===== config.mk =====
export PLATFORM = sky130hd
export DESIGN_NAME = ptli_div
export DESIGN_NICKNAME = d
export VERILOG_FILES = /design/src/rtl/ptli_pkg.sv /design/src/rtl/ptli_div.sv
export SDC_FILE = /design/constraint.sdc
export NUM_CORES = 1
export LEC_CHECK = 0
export BUFFER_PORTS_ARGS = -buffer_cell sky130_fd_sc_hd__buf_2
export CORE_ASPECT_RATIO = 1.5
export CORE_MARGIN = 4
export CORE_UTILIZATION = 35
export DETAILED_ROUTE_END_ITERATION = 16
export PLACE_DENSITY = 0.65
export SETUP_SLACK_MARGIN = 0.3
export SLEW_MARGIN = 25
export SYNTH_ARGS = -nofsm -noshare
export SYNTH_HDL_FRONTEND = slang
export SYNTH_SLANG_ARGS = --single-unit

===== constraint.sdc =====
create_clock -name clk -period 3.3 [get_ports clk]
set_input_delay 0.495 -clock clk [delete_from_list [all_inputs] [get_ports clk]]
set_output_delay 0.495 -clock clk [all_outputs]
set_load 0.01 [all_outputs]

===== src/rtl/ptli_pkg.sv =====
`timescale 1ns / 1ps
// ----------------------------------------------------------------------------
// ptli_pkg
// shared types and constants for the profile table interpolator
// ----------------------------------------------------------------------------
package ptli_pkg;

    localparam int DEF_MAX_POINTS = 256;
    localparam int DEF_NUM_TABLES = 5;

    localparam int HEIGHT_W = 32;
    localparam int VALUE_W  = 64;
    localparam int SPEC_W   = 3;
    localparam int INDEX_W  = 8;
    localparam int STATUS_W = 3;

    typedef enum logic [STATUS_W-1:0] {
        ST_OK       = 3'd0,
        ST_FEW      = 3'd1,
        ST_RANGE    = 3'd2,
        ST_SPECIES  = 3'd3,
        ST_BAD_LOAD = 3'd4
    } status_t;

    localparam logic CMD_LOAD  = 1'b0;
    localparam logic CMD_QUERY = 1'b1;

    // control from sequencer to divider
    typedef struct packed {
        logic        go;
        logic [33:0] num;
        logic [33:0] den;
    } div_req_t;

    typedef struct packed {
        logic        done;
        logic [49:0] quo;
    } div_rsp_t;

endpackage


===== src/rtl/ptli_div.sv =====
`timescale 1ns / 1ps
// ----------------------------------------------------------------------------
// ptli_div
// restoring divider, one quotient bit per cycle, unsigned num<<16 / den
// ----------------------------------------------------------------------------
module ptli_div (
    input  logic              clk,
    input  logic              rst_n,
    input  ptli_pkg::div_req_t req,
    output ptli_pkg::div_rsp_t rsp
);
    import ptli_pkg::*;

    localparam int QW = 50;

    logic [QW-1:0] quo_reg, quo_next;
    logic [QW-1:0] dvd_reg, dvd_next;
    logic [34:0]   rem_reg, rem_next;
    logic [33:0]   den_reg, den_next;
    logic [5:0]    cnt_reg, cnt_next;
    logic          busy_reg, busy_next;
    logic          done_reg, done_next;
    logic [34:0]   trial;
    logic [35:0]   diff;

    always_comb
    begin
        quo_next  = quo_reg;
        dvd_next  = dvd_reg;
        rem_next  = rem_reg;
        den_next  = den_reg;
        cnt_next  = cnt_reg;
        busy_next = busy_reg;
        done_next = 1'b0;
        trial     = {rem_reg[33:0], dvd_reg[QW-1]};
        diff      = {1'b0, trial} - {2'b00, den_reg};
        if (req.go)
        begin
            dvd_next  = {req.num, 16'd0};
            den_next  = req.den;
            rem_next  = '0;
            quo_next  = '0;
            cnt_next  = 6'(QW);
            busy_next = 1'b1;
        end
        else if (busy_reg)
        begin
            dvd_next = {dvd_reg[QW-2:0], 1'b0};
            if (!diff[35])
            begin
                rem_next = diff[34:0];
                quo_next = {quo_reg[QW-2:0], 1'b1};
            end
            else
            begin
                rem_next = trial;
                quo_next = {quo_reg[QW-2:0], 1'b0};
            end
            cnt_next = cnt_reg - 6'd1;
            if (cnt_reg == 6'd1)
            begin
                busy_next = 1'b0;
                done_next = 1'b1;
            end
        end
    end

    always_ff @(posedge clk or negedge rst_n)
    begin
        if (!rst_n)
        begin
            busy_reg <= 1'b0;
            done_reg <= 1'b0;
            cnt_reg  <= '0;
        end
        else
        begin
            busy_reg <= busy_next;
            done_reg <= done_next;
            cnt_reg  <= cnt_next;
        end
    end

    always_ff @(posedge clk)
    begin
        quo_reg <= quo_next;
        dvd_reg <= dvd_next;
        rem_reg <= rem_next;
        den_reg <= den_next;
    end

    assign rsp.done = done_reg;
    assign rsp.quo  = quo_reg;

endmodule


# After elaboration in Yosys (flattened, before gate mapping)

Index checks and enable logic that the tools add are counted.

Word-level logic and storage cells: 23
Input port bits: 71
Flip-flop bits (word level): 160

Equality and inequality tests: 1
Reductions and logical operators: 1
Mux-type cells: 12
$add $sub $neg: 2

Operators with widths:

| cell                | number |
|---|---|
| $mux 50             | 2 |
| $sub 35x34->36      | 1 |
| $mux 34             | 1 |
| $mux 6              | 2 |
| $mux 1              | 7 |
| $eq 6x1->1 const B  | 1 |
| $sub 6x1->6 const B | 1 |
| $reduce_bool 2->1   | 1 |

# Longest topological paths before layout

Gate-level depths: netlist (run 1).

Depth after elaboration: 4
Mapped depth: 13
Mapped depth without buffers: 13

# Least setup slack after synthesis (run 1)

OpenSTA, ideal clock, no wires.

Path type: register -> register
Start point: reg dvd_reg[49]
End point: reg rem_reg[32]
Arrival time: 2.775 ns
Clock period less this slack: 2.878 ns
Path slack: 0.422 ns
Required time: 3.197 ns
Cell stages (with the launch flop): 14
Cells stage by stage: edfxtp_1 inv_1 ha_1 inv_1 fa_1 a211oi_2 o2111ai_1 a221oi_4 o21ai_2 o21ai_2 a41o_1 mux2i_1 nor4b_4 a2111oi_2

Longest elaborated chain between the ends: 2

Ends and longest elaborated chain:

| element                | line           | text |
|---|---|---|
| from (decl)            | ptli_div.sv:17 | `logic [QW-1:0] dvd_reg, dvd_next;` |
| from (signal assigned) | ptli_div.sv:87 | `dvd_reg <= dvd_next;` |
| $sub 35x34->36         | ptli_div.sv:36 | `diff = {1'b0, trial} - {2'b00, den_reg};` |
| $mux 34                | ptli_div.sv:49 | `if (!diff[35])` |
| to (signal assigned)   | ptli_div.sv:88 | `rem_reg <= rem_next;` |
| to (decl)              | ptli_div.sv:18 | `logic [34:0] rem_reg, rem_next;` |

Every way passes these cells.
A chain may end at the register's enable or synchronous reset.

# Final worst setup path (run 1)

Ends and elaborated chain as after synthesis.

==> results of run 1 <==
worst max-delay path by stage:
stage / from / slack, ns / cells past startpoint / to
final: dvd_reg[49] / 0.26 / 13 / rem_reg[32]
after global routing: dvd_reg[49] / 0.09 / 13 / rem_reg[32]
after CTS: dvd_reg[49] / 0.20 / 13 / rem_reg[30]
after detailed placement: dvd_reg[49] / 0.12 / 13 / rem_reg[32]
after global placement: dvd_reg[49] / 0.19 / 14 / rem_reg[18]
after floorplan: dvd_reg[49] / 0.42 / 13 / rem_reg[32]
power breakdown:
part / leakage [nW] / switching, mW / internal (mW)
registers: 1.46 / 0.0325 / 2.16
logic: 3.07 / 0.195 / 0.172
clock network: 0.262 / 0.842 / 0.972
kinds of logic (layout without fill, tap and decap cells):
family / count (synthesis) / after routing / share of synthesized area
and+or+nand+nor: 196 / 196 / 0.113
buffers and inverters: 89 / 220 / 0.0465
muxes: 111 / 111 / 0.142
xor gates and xnor gates: 30 / 30 / 0.0324
adders and majority gates: 37 / 37 / 0.0580
AOI/OAI and AO/OA: 143 / 143 / 0.124
DFF: 160 / 160 / 0.484
cell usage after synthesis, types with 2 or more instances:
cell type,number,area [µm²]
mux2i_1,77,771
a211oi_1,30,225
a21o_1,22,165
dfxtp_1,84,1680
clkbuf_1,17,63.8
nand2_1,30,113
nand2b_1,9,56.3
a221oi_1,2,17.5
dfrtp_1,8,200
or2_2,2,12.5
ha_1,36,450
buf_1,13,48.8
o2111ai_1,2,17.5
a21boi_0,2,15.0
and4_1,4,35.0
o21a_1,2,15.0
a211oi_2,2,25.0
o21ai_0,25,125
and2_1,2,12.5
nor3_1,7,35.0
nor3b_1,3,22.5
a21oi_2,2,17.5
nand4_1,4,25.0
mux2_2,34,383
xnor2_1,17,149
inv_1,48,180
nand3_1,8,40.0
nor2b_1,3,18.8
o221ai_1,3,26.3
nor2_1,111,417
a311oi_1,3,26.3
edfxtp_1,68,2040
xor2_1,13,114
buf_8,2,30.0
a21oi_1,32,160
nor4_1,3,18.8
buf_2,6,30.0
o21ai_2,3,26.3
nand4b_1,2,17.5
through the flow:
| step | instance area (µm²) | hold slack (ns) | util | power, mW |
|---|---|---|---|---|
| 2_1_floorplan | 8110 | 0.199 | - | 2.48 |
| 3_3_place_gp | 8960 | 0.351 | 0.397 | 2.58 |
| 3_5_place_dp | 8960 | 0.349 | 0.397 | 2.59 |
| 4_1_cts | 9550 | 0.207 | 0.423 | 4.44 |
| 5_1_grt | 9640 | 0.215 | 0.428 | 4.57 |
| 6_report | 9640 | 0.237 | 0.428 | 4.37 |
final cells by class:
class / count / area (µm²) / share of cell area
clock inverters: 14 / 106 / 0.0110
clock buffers: 18 / 429 / 0.0445
repair buffers: 140 / 769 / 0.0798
inverters: 48 / 180 / 0.0187
flip-flops and latches: 160 / 3930 / 0.407
well taps: 276 / 345 / 0.0358
multi-input cells: 517 / 3880 / 0.403
metal layers:
layer  vias up  share of wire  track usage
li1       2962              -            -
met1      2786           0.41        0.144
met2        93           0.53        0.243
met3        28          0.040       0.0357
met4         0          0.022       0.0532
met5         -              0            0
repair_timing:
item / in CTS / in global routing
hold buffers: 1 / 0
setup buffers: 3 / 5
endpoints found under the hold margin: 8 / 0
gates cloned: 0 / 0
pin swaps: 13 / 10
resized for setup: 7 / 8
setup endpoints to repair: 6 / 31
==> run_results.csv, run 1 <==
group,metric,value,unit
die,fp.dieH,194,µm
sta,period_needed,3.04,ns
sta,relSlewSlack,0.523,
worst_setup_path,critPathArrivalTime,3.32,ns
place,gp_congestion,0.819,
sta,hold_violations,0,
place,portBuffers,121,
sta,rsz0062_at_grt,"true",
pwr,peakVddDrop,0.000351,V
sta,max_freq,329,MHz
yosys,synth_fp_nets,874,
clock_tree,cts_buffers,17,
clock_tree,cts.clk_slew.worst_paths,0.07,ns
yosys,async_reset_ff_frac,0.0500,
clock_tree,cts_max_level,4,
global_routing,grt_first_pass_wirelength,28100,µm
worst_setup_path,cp_cell_sequence,"inv_1, ha_2, inv_2, fa_2, a211oi_4, o2111ai_2, a221oi_4, o21ai_2, o21ai_2, a41o_1, mux2i_1, nor4b_4, a2111oi_2",
sta,worst-slew-pin-transition,0.707,ns
worst_setup_path,ff2ff_path_depth,13,
hold_path,hold_depth,1,
hold_path,hold_end,"den_reg[29]",
worst_setup_path,cp_slowest_cell,"edfxtp_1",
sta,slew_violations,0,
yosys,synth_edf_count,68,
die,rows,67,
global_routing,antenna_found_initial,0,
die,core_area,22600,µm²
yosys,avgSynthCellArea,10.6,µm²
die,die_w,132,µm
hold_path,hold_path_class,"input pin to register",
drt,remaining_drc_errors,0,
clock_tree,clock_path_buffers,2,
worst_setup_path,endpoint_kind,"register",
worst_setup_path,cpMostUsedCell,"o21ai_2",
worst_setup_path,r2r-start,"dvd_reg[49]",
layout,final_cell_mix,"120 x buf_2, 111 x nor2_1, 84 x dfxtp_1",
place,post-place-ws,0.115,ns
global_routing,grt_max_degree,59,
layout,fill_cells,2176,
yosys,synth_seq_area_share,0.484,
global_routing,grt-ovfl-total,0,
global_routing,grt_pass1_vias,5904,
yosys,synth-seq-cells,160,
sta,clock_skew,0.00854,ns
layout,drive_gt1_frac,0.259,
place,place_hpwl,12100,µm
drt,vias_per_cell,5.00,
worst_setup_path,path_class,"register to register",
yosys,syn_area,8110,µm²
drt,drtAntennaViolNets,0,
global_routing,gr-usage-all-layers,0.133,
die,dieArea,25700,µm²
clock_tree,cts_tree,"built",
sta,timing.final.crit_share,0.921,
layout,nets,992,
die,pin_count,122,
pwr,power_density,454,nW/µm²
worst_setup_path,cp_max_fo,4,
layout,synthToLayoutAreaGrowth,18.9,%
place,place_inst,1132,
clock_tree,clk_latency,0.43,ns
layout,largest_register_ffs,50,
yosys,ys.flop_type,"dfxtp_1",
layout,final_cells,1173,
outcome,status,"finished clean",
worst_setup_path,crit_path_start_kind,"register",
layout,mostFrequentLayoutCell,"buf_2",
drt,drt_iter0_drc,283,
worst_setup_path,worst-path-buf-inv,2,
flow_run,cap_violations,0,
worst_setup_path,ff2ff_setup_slack,0.26,ns
pwr,cellLeakagePower,4.79,nW
worst_setup_path,r2r_end,"rem_reg[32]",
yosys,ys_warn_count,0,
drt,drt_wl_total,17000,µm
drt,drt-pass1-iter-count,4,
drt,num_vias,5869,
worst_setup_path,cp_top_family,"compound AO/OA/AOI/OAI gates",
drt,wl_per_cell,14.5,µm
clock_tree,clock_sinks,160,
worst_setup_path,max_stage_delay,0.40,ns
worst_setup_path,cp.required,3.58,ns
yosys,ys_types,64,
sta,setup_tns,0,ns
clock_tree,clockRootBuffer,"clkbuf_16",
die,start_util,0.359,
sta,setup_viol,0,
hold_path,min_from,"req[29]",
layout,n_antenna_cell,0,
sta,layout_setup_ws,0.260,ns
yosys,synthCells,766,
Power figures use the tool's default switching activity.
==> run 2: changes to the inputs <==
- CORE_UTILIZATION: 35 -> 45
- PLACE_DENSITY: 0.65 -> 0.77
==> run 2 against run 1 <==
Against the previous run: register-to-register slack improved by 0.02 ns; hold slack worse by 0.0010 ns; routed wire length down 4.4%; via count decreased by 0.53%; combinational power is essentially flat; global-route usage rose by 3.2 points; clock power increased by 12%; die area fell by 21%.
==> run_results.csv, run 2 (same netlist as run 1, synthesis figures left out) <==
group,metric,value,unit
die,pin_count,122,
layout,drive_gt1_frac,0.258,
clock_tree,cts_buffers,17,
pwr,peakVddDrop,0.000359,V
clock_tree,cts_max_level,4,
worst_setup_path,crit_path_start_kind,"register",
place,gp_congestion,0.838,
pwr,power_density,475,nW/µm²
sta,max_freq,331,MHz
drt,num_vias,5838,
sta,timing.final.crit_share,0.916,
layout,largest_register_ffs,50,
worst_setup_path,cp.depth,14,
layout,final_cell_mix,"120 x buf_2, 111 x nor2_1, 84 x dfxtp_1",
die,fp.dieH,172,µm
worst_setup_path,max_stage_delay,0.38,ns
hold_path,hold_path_class,"input pin to register",
outcome,status,"finished clean",
die,start_util,0.463,
sta,slew_violations,0,
global_routing,antenna_found_initial,0,
clock_tree,cts_tree,"built",
global_routing,grt_pass1_vias,5915,
worst_setup_path,path_class,"register to register",
die,dieArea,20300,µm²
layout,synthToLayoutAreaGrowth,19.1,%
layout,n_antenna_cell,0,
sta,clock_skew,0.00912,ns
place,post-place-ws,0.140,ns
sta,layout_setup_ws,0.276,ns
drt,vias_per_cell,5.27,
sta,setup_viol,0,
sta,period_needed,3.02,ns
die,die_w,118,µm
hold_path,hold_depth,1,
drt,drt_iter0_drc,205,
global_routing,grt_first_pass_wirelength,27600,µm
drt,drt-pass1-iter-count,4,
layout,mostFrequentLayoutCell,"buf_2",
drt,drt_wl_total,16300,µm
worst_setup_path,cp.required,3.62,ns
flow_run,cap_violations,0,
drt,drtAntennaViolNets,0,
sta,rsz0062_at_grt,"true",
layout,fill_cells,1509,
worst_setup_path,endpoint_kind,"register",
worst_setup_path,cp_slowest_cell,"edfxtp_1",
worst_setup_path,cp_cell_sequence,"inv_1, ha_2, inv_2, fa_2, a211oi_4, o2111ai_2, a221oi_4, o21ai_2, o21ai_4, buf_4, a311oi_4, a221oi_2, xor2_1, o21ai_1",
layout,seqCellArea,3930,µm²
drt,wl_per_cell,14.7,µm
layout,nets,990,
global_routing,gr-usage-all-layers,0.165,
place,portBuffers,121,
clock_tree,clk_latency,0.43,ns
clock_tree,clock_path_buffers,2,
clock_tree,cts.clk_slew.worst_paths,0.07,ns
worst_setup_path,cp_top_family,"compound AO/OA/AOI/OAI gates",
clock_tree,clockRootBuffer,"clkbuf_16",
worst_setup_path,critPathArrivalTime,3.34,ns
place,place_hpwl,11400,µm
worst_setup_path,ff2ff_path_depth,14,
place,place_inst,1069,
worst_setup_path,worst-path-buf-inv,3,
die,core_area,17500,µm²
layout,final_cells,1108,
die,rows,59,
drt,remaining_drc_errors,0,
sta,relSlewSlack,0.522,
global_routing,grt-ovfl-total,0,
clock_tree,clock_sinks,160,
pwr,cellLeakagePower,4.82,nW
layout,multi_input_area,3910,µm²
sta,setup_tns,0,ns
global_routing,grt_max_degree,59,
sta,worst-slew-pin-transition,0.709,ns
sta,hold_violations,0,
worst_setup_path,cp_max_fo,5,
==> run 2: final cells by class <==
type,instances,share of cell area
clock buffers,19,0.0448
clock inverters,13,0.0179
inverters,48,0.0187
multi-input cells,517,0.405
flip-flops and latches,160,0.407
well taps,213,0.0276
repair buffers,138,0.0794
==> run 2: worst paths after layout <==
path / from / to / slack, ns
worst max register to register: dvd_reg[49] / rem_reg[30] / 0.28
worst min-delay path: req[31] / den_reg[31] / 0.24
worst min register to register: quo_reg[49] / quo_reg[49] / 0.49
worst max-delay path: dvd_reg[49] / rem_reg[30] / 0.28
min in group asynchronous: rst_n / done_reg / 0.45
max in group asynchronous: rst_n / busy_reg / 2.66
==> run 2: routing by layer <==
layer / wire [µm] / vias to the layer above / part of all wire / track usage
met1: 6490 / 2739 / 0.40 / 0.183
met2: 8650 / 116 / 0.53 / 0.301
li1: - / 2954 / - / -
met5: 0 / - / 0 / 0
met4: 393 / 0 / 0.024 / 0.0694
met3: 758 / 29 / 0.047 / 0.0445
==> run 2: power by group <==
| group | internal, mW | switching, mW | total [mW] |
|---|---|---|---|
| Clock | 1.15 | 0.872 | 2.02 |
| Combinational | 0.172 | 0.193 | 0.365 |
| Sequential | 2.16 | 0.0327 | 2.19 |
==> run 2: stage by stage <==
step	instance area (µm²)	hold WS [ns]	power, mW	utilization
after detailed placement	8890	0.349	2.59	0.508
after global placement	8890	0.351	2.58	0.508
after global routing	9650	0.219	4.77	0.552
final	9650	0.236	4.58	0.552
after CTS	9550	0.215	4.64	0.546
after floorplan	8110	0.199	2.48	-
==> run 2: timing repair <==
action,4_1_cts,5_1_grt
resized for setup,7,12
hold buffers,1,0
hold endpoints to repair,8,0
buffers inserted,2,4
endpoints found under the setup margin,6,28
pin swaps,10,9
==> run 2: worst reg2reg max path: cells and delay by family, from the launching register on <==
kind	cells	cell delay [ns]
AO/OA/AOI/OAI	8	1.56
XOR/XNOR	1	0.17
adder cells (fa/ha/maj)	2	0.54
buffers and inverters	3	0.26
flip-flops	1	0.38
==> run 3: changes to the inputs <==
- BUFFER_PORTS_ARGS: -buffer_cell sky130_fd_sc_hd__buf_2 -> -buffer_cell sky130_fd_sc_hd__clkbuf_2
==> run 3 against run 2 <==
Against the previous run: die area unchanged; sequential share of layout area decreased by 0.13 points; register-to-register slack about the same; maximum frequency increased by 0.39%; combinational power increased by 1%; power increased by 1.1%; sequential cell count unchanged; sequential power about the same; largest cell class unchanged.
==> run_results.csv, run 3 (same netlist as run 1, synthesis figures left out) <==
group,metric,value,unit
worst_setup_path,r2r_end,"rem_reg[32]",
layout,mostFrequentLayoutCell,"clkbuf_2",
die,pin_count,122,
worst_setup_path,crit_end,"rem_reg[32]",
layout,final_cell_mix,"120 x clkbuf_2, 111 x nor2_1, 84 x dfxtp_1",
worst_setup_path,ff2ff_path_depth,13,
drt,vias_per_cell,5.29,
place,portBuffers,121,
sta,setup_tns,0,ns
pwr,cellLeakagePower,4.80,nW
pwr,peakVddDrop,0.000402,V
die,fp.dieH,172,µm
layout,nets,992,
clock_tree,cts.clk_slew.worst_paths,0.07,ns
drt,drtAntennaViolNets,0,
die,start_util,0.463,
worst_setup_path,endpoint_kind,"register",
place,place_hpwl,11100,µm
sta,period_needed,3.01,ns
layout,drive_gt1_frac,0.264,
flow_run,cap_violations,0,
layout,n_antenna_cell,0,
global_routing,grt_first_pass_wirelength,27000,µm
place,placed_area,8860,µm²
pwr,total_power,4.63,mW
worst_setup_path,r2r-start,"dvd_reg[49]",
layout,largest_register_ffs,50,
clock_tree,cts_tree,"built",
sta,timing.final.crit_share,0.913,
sta,clock_skew,0.00775,ns
global_routing,grt-ovfl-total,0,
worst_setup_path,ff2ff_setup_slack,0.29,ns
clock_tree,clock_path_buffers,2,
sta,setup_viol,0,
die,rows,59,
drt,num_vias,5875,
die,dieArea,20300,µm²
sta,layout_setup_ws,0.288,ns
outcome,status,"finished clean",
global_routing,grt_max_degree,79,
worst_setup_path,cp.required,3.58,ns
drt,drt-pass1-iter-count,4,
worst_setup_path,crit_path_start,"dvd_reg[49]",
clock_tree,clk_latency,0.43,ns
place,gp_congestion,0.846,
sta,whs,0.235,ns
worst_setup_path,path_class,"register to register",
worst_setup_path,crit_path_start_kind,"register",
worst_setup_path,critPathArrivalTime,3.30,ns
clock_tree,clockRootBuffer,"clkbuf_16",
layout,final_util,0.554,
sta,worst-slew-pin-transition,0.772,ns
clock_tree,cts_max_level,4,
pwr,power_density,478,nW/µm²
sta,hold_violations,0,
drt,drt_wl_total,16500,µm
drt,wl_per_cell,14.9,µm
sta,rsz0062_at_grt,"true",
place,place_inst,1066,
hold_path,hold_path_class,"input pin to register",
layout,finish.instance_area,9690,µm²
layout,final_cells,1110,
global_routing,gr-usage-all-layers,0.162,
sta,slew_violations,0,
die,die_w,118,µm
drt,remaining_drc_errors,0,
sta,relSlewSlack,0.482,
worst_setup_path,cp_max_fo,3,
layout,synthToLayoutAreaGrowth,19.5,%
clock_tree,clock_sinks,160,
global_routing,grt_pass1_vias,5915,
place,post-place-ws,0.0870,ns
clock_tree,cts_buffers,17,
global_routing,antenna_found_initial,0,
die,core_area,17500,µm²
drt,drt_iter0_drc,192,
sta,max_freq,332,MHz
[run 3: power by group]
group | switching, mW | leakage (nW) | internal, mW
clock | 0.912 | 0.299 | 1.16
sequential | 0.0318 | 1.46 | 2.16
combinational | 0.196 | 3.04 | 0.173
[run 3: area by class of cell]
| cell class | count | area [µm²] |
|---|---|---|
| Inverter | 48 | 180 |
| Multi-Input combinational cell | 518 | 3910 |
| Timing Repair Buffer | 139 | 787 |
| Fill cell | 1536 | 7810 |
| Tap cell | 213 | 267 |
| Sequential cell | 160 | 3930 |
| Clock inverter | 15 | 191 |
| Clock buffer | 17 | 425 |
[run 3: how the worst min path moves through the flow]
| stage | slack (ns) | endpoint | cells past startpoint | from |
|---|---|---|---|---|
| after floorplan | 0.20 | busy_reg | 0 | rst_n |
| after global placement | 0.35 | cnt_reg[1] | 1 | rst_n |
| after detailed placement | 0.35 | cnt_reg[1] | 1 | rst_n |
| after CTS | 0.22 | den_reg[31] | 1 | req[31] |
| after global routing | 0.22 | den_reg[31] | 1 | req[31] |
| final | 0.24 | den_reg[14] | 1 | req[14] |
[run 3: metal layers]
layer / wire, µm / up-vias / part of all wire / global-route usage
met1: 6700 / 2766 / 0.41 / 0.179
met3: 718 / 30 / 0.043 / 0.0429
li1: - / 2970 / - / -
met4: 359 / 0 / 0.022 / 0.0663
met2: 8750 / 109 / 0.53 / 0.298
met5: 0 / - / 0 / 0
[run 3: worst max-delay path: stages, from the launching register on]
cell and delay, ns:
edfxtp_1 0.39, inv_1 0.07, ha_2 0.18, inv_2 0.04
fa_2 0.37, a211oi_4 0.25, o2111ai_2 0.16, a221oi_4 0.32
o21ai_2 0.13, o21ai_2 0.18, a41o_1 0.25, mux2i_1 0.23
nor4b_4 0.24, a2111oi_2 0.05
[run 3: timing repair]
action                                  CTS  global route
setup buffers                             2             8
pin swaps                                 3            13
gates cloned                              0             1
hold endpoints to repair                  8             0
gates resized for setup                   3            17
hold buffers                              1             0
endpoints found under the setup margin   14            15
